<file path="config.mk">
export PLATFORM = sky130hd
export DESIGN_NAME = precedence_function_closure
export DESIGN_NICKNAME = d
export VERILOG_FILES = /design/src/design/pfc_pkg.sv /design/src/design/pfc_ctrl.sv /design/src/design/pfc_datapath.sv /design/src/design/precedence_function_closure.sv
export SDC_FILE = /design/constraint.sdc
export NUM_CORES = 2
export LEC_CHECK = 0
export CAP_MARGIN = 10
export CORE_MARGIN = 5
export CORE_UTILIZATION = 40
export CTS_CLUSTER_DIAMETER = 50
export CTS_CLUSTER_SIZE = 14
export DETAILED_ROUTE_END_ITERATION = 6
export DONT_BUFFER_PORTS = 1
export GPL_TIMING_DRIVEN = 1
export HOLD_SLACK_MARGIN = 0.02
export SETUP_SLACK_MARGIN = 0.1
export SYNTH_ARGS = -nofsm -noshare
export SYNTH_HDL_FRONTEND = slang
export SYNTH_SLANG_ARGS = --single-unit
</file>
<file path="constraint.sdc">
create_clock -name clk -period 9.7 [get_ports clk]
set_input_delay 0.97 -clock clk [delete_from_list [all_inputs] [get_ports clk]]
set_output_delay 0.97 -clock clk [all_outputs]
set_load 0.01 [all_outputs]
</file>
<file path="src/design/pfc_pkg.sv">
// Shared types and codes for the precedence function closure block.
package pfc_pkg;

	localparam int NodeSlots = 32;
	localparam int OpsLimit  = 16;

	typedef enum logic [1:0] {
		REL_NONE    = 2'd0,
		REL_LESS    = 2'd1,
		REL_EQUAL   = 2'd2,
		REL_GREATER = 2'd3
	} rel_t;

	typedef enum logic [1:0] {
		ST_IDLE,
		ST_LOAD,
		ST_CLOSE,
		ST_EMIT
	} state_t;

	localparam logic [0:0] REG_OP_COUNT = 1'b0;

	typedef struct packed {
		logic       wr_edge;
		logic       load_reach;
		logic       step;
		logic       emit_load;
		logic [4:0] idx;
		logic       last;
	} cmd_t;

	typedef struct packed {
		logic [5:0] nodes;
	} status_t;

endpackage

</file>
<file path="src/design/pfc_ctrl.sv">
// Controller state machine: entry loading, closure pivots and result sequencing.
module pfc_ctrl
	import pfc_pkg::*;
(
	input  logic    clk,
	input  logic    arst_n,
	input  logic    item_valid,
	output logic    item_ready,
	input  logic    last_entry,
	output logic    result_valid,
	input  logic    result_ready,
	input  status_t status,
	output cmd_t    cmd
);

	state_t     state_q, state_d;
	logic [4:0] cnt_q;
	logic       out_valid_q;
	logic [4:0] nodes_m1;
	logic       cnt_end;
	logic       emit_ok;

	assign nodes_m1 = 5'(status.nodes - 6'd1);
	assign cnt_end  = (cnt_q == nodes_m1);
	assign emit_ok  = !out_valid_q || result_ready;

	always_comb begin
		state_d = state_q;
		unique case (state_q)
			ST_IDLE: begin
				if (item_valid && last_entry) state_d = ST_LOAD;
			end
			ST_LOAD:  state_d = ST_CLOSE;
			ST_CLOSE: begin
				if (cnt_end) state_d = ST_EMIT;
			end
			ST_EMIT: begin
				if (emit_ok && cnt_end) state_d = ST_IDLE;
			end
			default: state_d = ST_IDLE;
		endcase
	end

	always_comb begin
		item_ready     = 1'b0;
		cmd            = '0;
		cmd.idx        = cnt_q;
		cmd.last       = cnt_end;
		unique case (state_q)
			ST_IDLE: begin
				item_ready  = 1'b1;
				cmd.wr_edge = item_valid;
			end
			ST_LOAD:  cmd.load_reach = 1'b1;
			ST_CLOSE: cmd.step = 1'b1;
			ST_EMIT:  cmd.emit_load = emit_ok;
			default: ;
		endcase
	end

	assign result_valid = out_valid_q;

	always_ff @(posedge clk or negedge arst_n) begin
		if (!arst_n) begin
			state_q     <= ST_IDLE;
			cnt_q       <= '0;
			out_valid_q <= 1'b0;
		end else begin
			state_q <= state_d;
			if (cmd.emit_load) out_valid_q <= 1'b1;
			else if (result_ready) out_valid_q <= 1'b0;
			if (state_q == ST_LOAD) begin
				cnt_q <= '0;
			end else if (cmd.step || cmd.emit_load) begin
				cnt_q <= cnt_end ? 5'd0 : cnt_q + 5'd1;
			end
		end
	end

endmodule

</file>
<file path="src/design/pfc_datapath.sv">
// Datapath: edge store, reach matrix with pivot update, and the result register.
module pfc_datapath
	import pfc_pkg::*;
(
	input  logic        clk,
	input  logic        arst_n,
	input  logic [4:0]  ops_n,
	input  cmd_t        cmd,
	output status_t     status,
	input  logic [3:0]  row_index,
	input  logic [3:0]  col_index,
	input  logic [1:0]  relation,
	output logic [3:0]  node_index,
	output logic        is_g_side,
	output logic [5:0]  reach_count,
	output logic [31:0] reach_row,
	output logic        last_result
);

	logic [31:0] edge_q  [NodeSlots];
	logic [31:0] reach_q [NodeSlots];
	logic [32:0] mask_full;
	logic [31:0] mask;
	logic [5:0]  nodes;
	logic [4:0]  fnode;
	logic [4:0]  gnode;
	logic        in_range;
	logic [31:0] pivot_row;
	logic [31:0] sel_row;
	rel_t        rel;

	assign nodes        = {ops_n, 1'b0};
	assign status.nodes = nodes;
	assign mask_full    = (33'd1 << nodes) - 33'd1;
	assign mask         = mask_full[31:0];

	assign rel      = rel_t'(relation);
	assign in_range = ({1'b0, row_index} < ops_n) && ({1'b0, col_index} < ops_n);
	assign fnode    = {1'b0, row_index};
	assign gnode    = ops_n + {1'b0, col_index};

	assign pivot_row = reach_q[cmd.idx];
	assign sel_row   = reach_q[cmd.idx];

	function automatic logic [5:0] pop32(input logic [31:0] v);
		logic [2:0] nib [8];
		logic [5:0] sum;
		for (int b = 0; b < 8; b++) begin
			nib[b] = 3'(v[4*b]) + 3'(v[4*b+1]) + 3'(v[4*b+2]) + 3'(v[4*b+3]);
		end
		sum = '0;
		for (int b = 0; b < 8; b++) begin
			sum = sum + 6'(nib[b]);
		end
		return sum;
	endfunction

	// Edges persist across runs; only reset clears them.
	always_ff @(posedge clk or negedge arst_n) begin
		if (!arst_n) begin
			for (int i = 0; i < NodeSlots; i++) edge_q[i] <= '0;
		end else if (cmd.wr_edge && in_range) begin
			if (rel == REL_GREATER || rel == REL_EQUAL) edge_q[fnode][gnode] <= 1'b1;
			if (rel == REL_LESS || rel == REL_EQUAL) edge_q[gnode][fnode] <= 1'b1;
		end
	end

	// Reach matrix: seeded with self plus masked edges, then one pivot per cycle.
	always_ff @(posedge clk) begin
		if (cmd.load_reach) begin
			for (int i = 0; i < NodeSlots; i++) begin
				reach_q[i] <= (edge_q[i] & mask) | (32'd1 << i);
			end
		end else if (cmd.step) begin
			for (int i = 0; i < NodeSlots; i++) begin
				if (reach_q[i][cmd.idx]) reach_q[i] <= reach_q[i] | pivot_row;
			end
		end
	end

	always_ff @(posedge clk) begin
		if (cmd.emit_load) begin
			is_g_side   <= (cmd.idx >= ops_n);
			node_index  <= (cmd.idx >= ops_n) ? 4'(cmd.idx - ops_n) : cmd.idx[3:0];
			reach_count <= pop32(sel_row);
			reach_row   <= sel_row;
			last_result <= cmd.last;
		end
	end

endmodule

</file>
<file path="src/design/precedence_function_closure.sv">
// Top level of the precedence function closure block: config register, controller, datapath.
// Matrix entries are taken only while the block is idle; they may arrive back to back.
// After the last entry: a seeding step, then 2n closure pivots (one pivot per cycle on
// the reach matrix), then 2n results at up to one per cycle as the sink allows.
// Reset clears the edge store at once and sets op_count to 16; no clearing pass is run.
module precedence_function_closure
	import pfc_pkg::*;
#(
	parameter int MAX_OPS = 16
) (
	input  logic        clk,
	input  logic        arst_n,
	// Configuration port.
	input  logic        psel,
	input  logic        penable,
	input  logic        pwrite,
	input  logic [2:0]  paddr,
	input  logic [31:0] pwdata,
	output logic [31:0] prdata,
	output logic        pready,
	// Matrix entry channel.
	input  logic        item_valid,
	output logic        item_ready,
	input  logic [3:0]  row_index,
	input  logic [3:0]  col_index,
	input  logic [1:0]  relation,
	input  logic        last_entry,
	// Result channel.
	output logic        result_valid,
	input  logic        result_ready,
	output logic [3:0]  node_index,
	output logic        is_g_side,
	output logic [5:0]  reach_count,
	output logic [31:0] reach_row,
	output logic        last_result
);

	// The operator count is bounded by the parameter and by the 32 node bits of a row.
	localparam int OpsMax = (MAX_OPS > OpsLimit) ? OpsLimit : MAX_OPS;

	logic [4:0] op_count_q;
	logic [4:0] ops_n;
	cmd_t       cmd;
	status_t    status;

	assign pready = 1'b1;

	// A register write lands when the access phase of a write transfer completes.
	always_ff @(posedge clk or negedge arst_n) begin
		if (!arst_n) begin
			op_count_q <= 5'd16;
		end else if (psel && penable && pwrite && paddr[2] == REG_OP_COUNT) begin
			op_count_q <= pwdata[4:0];
		end
	end

	assign prdata = (paddr[2] == REG_OP_COUNT) ? {27'd0, op_count_q} : 32'd0;

	// A zero count acts as one operator; anything above the bound is clamped to it.
	always_comb begin
		if (op_count_q == 5'd0) ops_n = 5'd1;
		else if (op_count_q > 5'(OpsMax)) ops_n = 5'(OpsMax);
		else ops_n = op_count_q;
	end

	// The controller sequences the phases; the datapath owns all matrix storage.
	pfc_ctrl u_ctrl (
		.clk          (clk),
		.arst_n       (arst_n),
		.item_valid   (item_valid),
		.item_ready   (item_ready),
		.last_entry   (last_entry),
		.result_valid (result_valid),
		.result_ready (result_ready),
		.status       (status),
		.cmd          (cmd)
	);

	pfc_datapath u_datapath (
		.clk         (clk),
		.arst_n      (arst_n),
		.ops_n       (ops_n),
		.cmd         (cmd),
		.status      (status),
		.row_index   (row_index),
		.col_index   (col_index),
		.relation    (relation),
		.node_index  (node_index),
		.is_g_side   (is_g_side),
		.reach_count (reach_count),
		.reach_row   (reach_row),
		.last_result (last_result)
	);

endmodule

</file>
==> results.json <==
{
  "synthesis.area_um2": 95100,
  "overflow": 0,
  "cts.sinks": 1833,
  "skew_ps": 60.8,
  "postCtsSetupRepairBufs": 0,
  "r2r_end": "u_datapath.reach_count[5]",
  "core_um2": 237000,
  "cts_root_buf": "clkbuf_16",
  "relSlewSlack_pct": 13.1,
  "grt_max_degree": 249,
  "r2r_start": "u_ctrl.cnt_q[0]",
  "crit_path_start": "u_ctrl.cnt_q[0]",
  "cp-endpoint": "u_datapath.reach_count[5]",
  "synth_top_area_cell": "edfxtp_1",
  "async_flop_share_pct": 41.7,
  "ys_types": 86,
  "fin_crit_sh_pct": 82.8,
  "num_io_pins": 132,
  "die_width_um": 497,
  "yosysSeqAreaShare_pct": 53.9,
  "cts_tree": "yes",
  "vias_per_cell": 6.63,
  "start_kind": "flop",
  "yosysWarnings": 0,
  "fin_ws_ps": 1670,
  "grt_pass1_vias": 70300,
  "cpMostUsedCell": "fa_1",
  "dr.pass1.iters": 7,
  "htreeDepth": 4,
  "ys_top_cells_by_area": "edfxtp_1, dfrtp_1, mux4_2, a21o_1, nor2_1",
  "synth_edf_count": 1068,
  "clk_pin_slew_worst_paths_ps": 70,
  "max_freq_mhz": 125,
  "hold_buffers": 0,
  "postSynthRegisterBits": 1833,
  "layout_commonest_cell": "edfxtp_1",
  "setup_viol": 0,
  "reg2reg_depth": 18,
  "port_buffers": 0,
  "whs_ps": 98.4,
  "die_y_um": 497,
  "setup_tns_ps": 0,
  "cpPeakStageDelay_ps": 1030,
  "dpl.hpwl_um": 259000,
  "vias": 75000,
  "drtAntennaViolNets": 0,
  "grt_pass1_wl_um": 541000,
  "syn_area_per_cell_um2": 11.6,
  "drtIter0Drc": 12900,
  "rsz0062_at_grt": "false",
  "ff2ff_setup_slack_ps": 1670,
  "run_status": "completed",
  "cts_resized": 0,
  "end_kind": "flop",
  "min_period_ps": 8030,
  "gp_congestion": 0.995,
  "cap_violations": 0,
  "post_drt_wl_per_cell_um": 34.0,
  "critPathKind": "reg2reg",
  "start_util_pct": 40.1,
  "cp_max_fo": 109,
  "arrival_ps": 8650,
  "wl_um": 385000,
  "antenna_found_initial": 18,
  "cp_slowest_cell": "dfrtp_4",
  "grtUsageTotal_pct": 30.1,
  "synth_ff_type": "edfxtp_1",
  "drive_gt1_share_pct": 16.4,
  "clk-insertion-delay-late_ps": 890,
  "drv_slew": 0,
  "nFillCells": 21800,
  "cp_cell_sequence": "buf_12 > mux4_2 > mux4_2 > mux2_2 > ha_1 > fa_1 > ha_1 > fa_1 > inv_1 > fa_1 > fa_1 > inv_1 > ha_1 > ha_1 > fa_1 > a21o_1 > a21oi_1 > xnor2_1",
  "area_delta_synth_final_pct": 11.0,
  "syn_inst": 8225,
  "dpl_worst_slack_ps": 1740,
  "finalHoldViolCount": 0,
  "placementRows": 179,
  "mostFrequentLayoutCells": "edfxtp_1, nor2_1, dfrtp_1",
  "hold_class": "in2async",
  "layout.nets": 8096,
  "yosysTopAreaCellShare_pct": 33.7,
  "cts_made_buffers": 202,
  "dieArea_um2": 248000,
  "tightest_slew_ps": 1300,
  "ctsLongestPathBuffers": 3,
  "worstPathRequired_ps": 10320,
  "drcViolationCount": 0
}
per-layer routing:
layer	vias up	wire length [µm]	GRT usage [%]	part of all wire, %
met5	-	16	0	0.0042
met4	2	21000	13.7	5.5
met3	959	54600	10.3	14
met2	5583	164000	43.2	43
met1	38400	145000	41.2	38
li1	30000	-	-	-
how the worst min path moves through the flow:
| stage | startpoint | to | slack [ps] | depth (start not counted) |
|---|---|---|---|---|
| after global routing | arst_n | u_datapath.edge_q[909] | 130 | 1 |
| after global placement | u_datapath.edge_q[981] | u_datapath.edge_q[981] | 440 | 1 |
| after floorplan | u_datapath.edge_q[0] | u_datapath.edge_q[0] | 430 | 1 |
| after detailed placement | u_datapath.edge_q[10] | u_datapath.edge_q[10] | 440 | 1 |
| final | arst_n | u_datapath.edge_q[909] | 100 | 1 |
| after CTS | arst_n | u_datapath.edge_q[909] | 90 | 1 |
area by class of cell:
class                           instances  area (µm²)  share of cell area [%]
Clock inverter                        123        1480                    1.41
Antenna cell                           10        25.0                  0.0237
Timing Repair Buffer                  273        2260                    2.14
Clock buffer                          262        5510                    5.22
Tap cell                             3167        3960                    3.76
Multi-Input combinational cell       5587       40800                    38.6
Sequential cell                      1833       51200                    48.6
Inverter                               63         241                   0.229
registers in the layout, summed over array words and instances, names as in the netlist:
register / flops
u_ctrl.result_valid: 1
u_datapath.reach_row: 32
u_datapath.node_index: 4
u_ctrl.state_q: 2
u_datapath.last_result: 1
u_datapath.reach_count: 6
u_datapath.is_g_side: 1
u_ctrl.cnt_q: 5
op_count_q: 5
u_datapath.edge_q: 752
u_datapath.reach_q: 1024
logic make-up after synthesis:
logic type | after synthesis | synth area share [%]
flip-flops | 1833 | 53.9
other | 2 | 0.00790
AO/OA/AOI/OAI | 1981 | 13.9
adder cells (fa/ha/maj) | 83 | 1.28
multiplexers | 768 | 14.2
buffers and inverters | 831 | 4.32
XOR/XNOR | 25 | 0.230
AND/OR/NAND/NOR | 2702 | 12.2
per-stage QoR:
step / area, µm² / instances / util [%]
floorplan: 95200 / 8251 / -
global placement: 98500 / 10900 / 41.5
detailed placement: 98500 / 10900 / 41.5
CTS: 105000 / 11300 / 44.5
global route: 105000 / 11300 / 44.5
finish: 105000 / 11300 / 44.5
critical path: cells and delay by family (launching register included):
family / cells / cell delay (ps)
flip-flops: 1 / 1030
buffers and inverters: 3 / 750
adder cells (fa/ha/maj): 9 / 3580
XOR/XNOR: 1 / 80
AO/OA/AOI/OAI: 2 / 370
multiplexers: 3 / 1860
synthesized netlist by cell type, drive strengths merged, types with 7 or more instances:
master / count
o31ai: 7
inv: 59
o22a: 7
a21oi: 423
a22o: 10
a32oi: 78
a221oi: 11
nand3: 344
mux2: 33
o21bai: 95
o21ai: 358
or2: 16
dfrtp: 764
edfxtp: 1068
o21a: 12
a211oi: 13
ha: 59
fa: 24
nor4: 20
a31oi: 8
o22ai: 176
and3: 9
a21o: 613
xor2: 7
nand2: 699
nand2b: 46
a22oi: 31
xnor2: 18
nor3: 410
nor2: 1056
or3: 45
buf: 325
mux4: 458
clkbuf: 443
nor2b: 30
and2: 11
mux2i: 277
a31o: 83
Power is left out: the tool's default activity adds up to more than one toggle a clock period on the data nets, which glitch-free logic cannot reach.
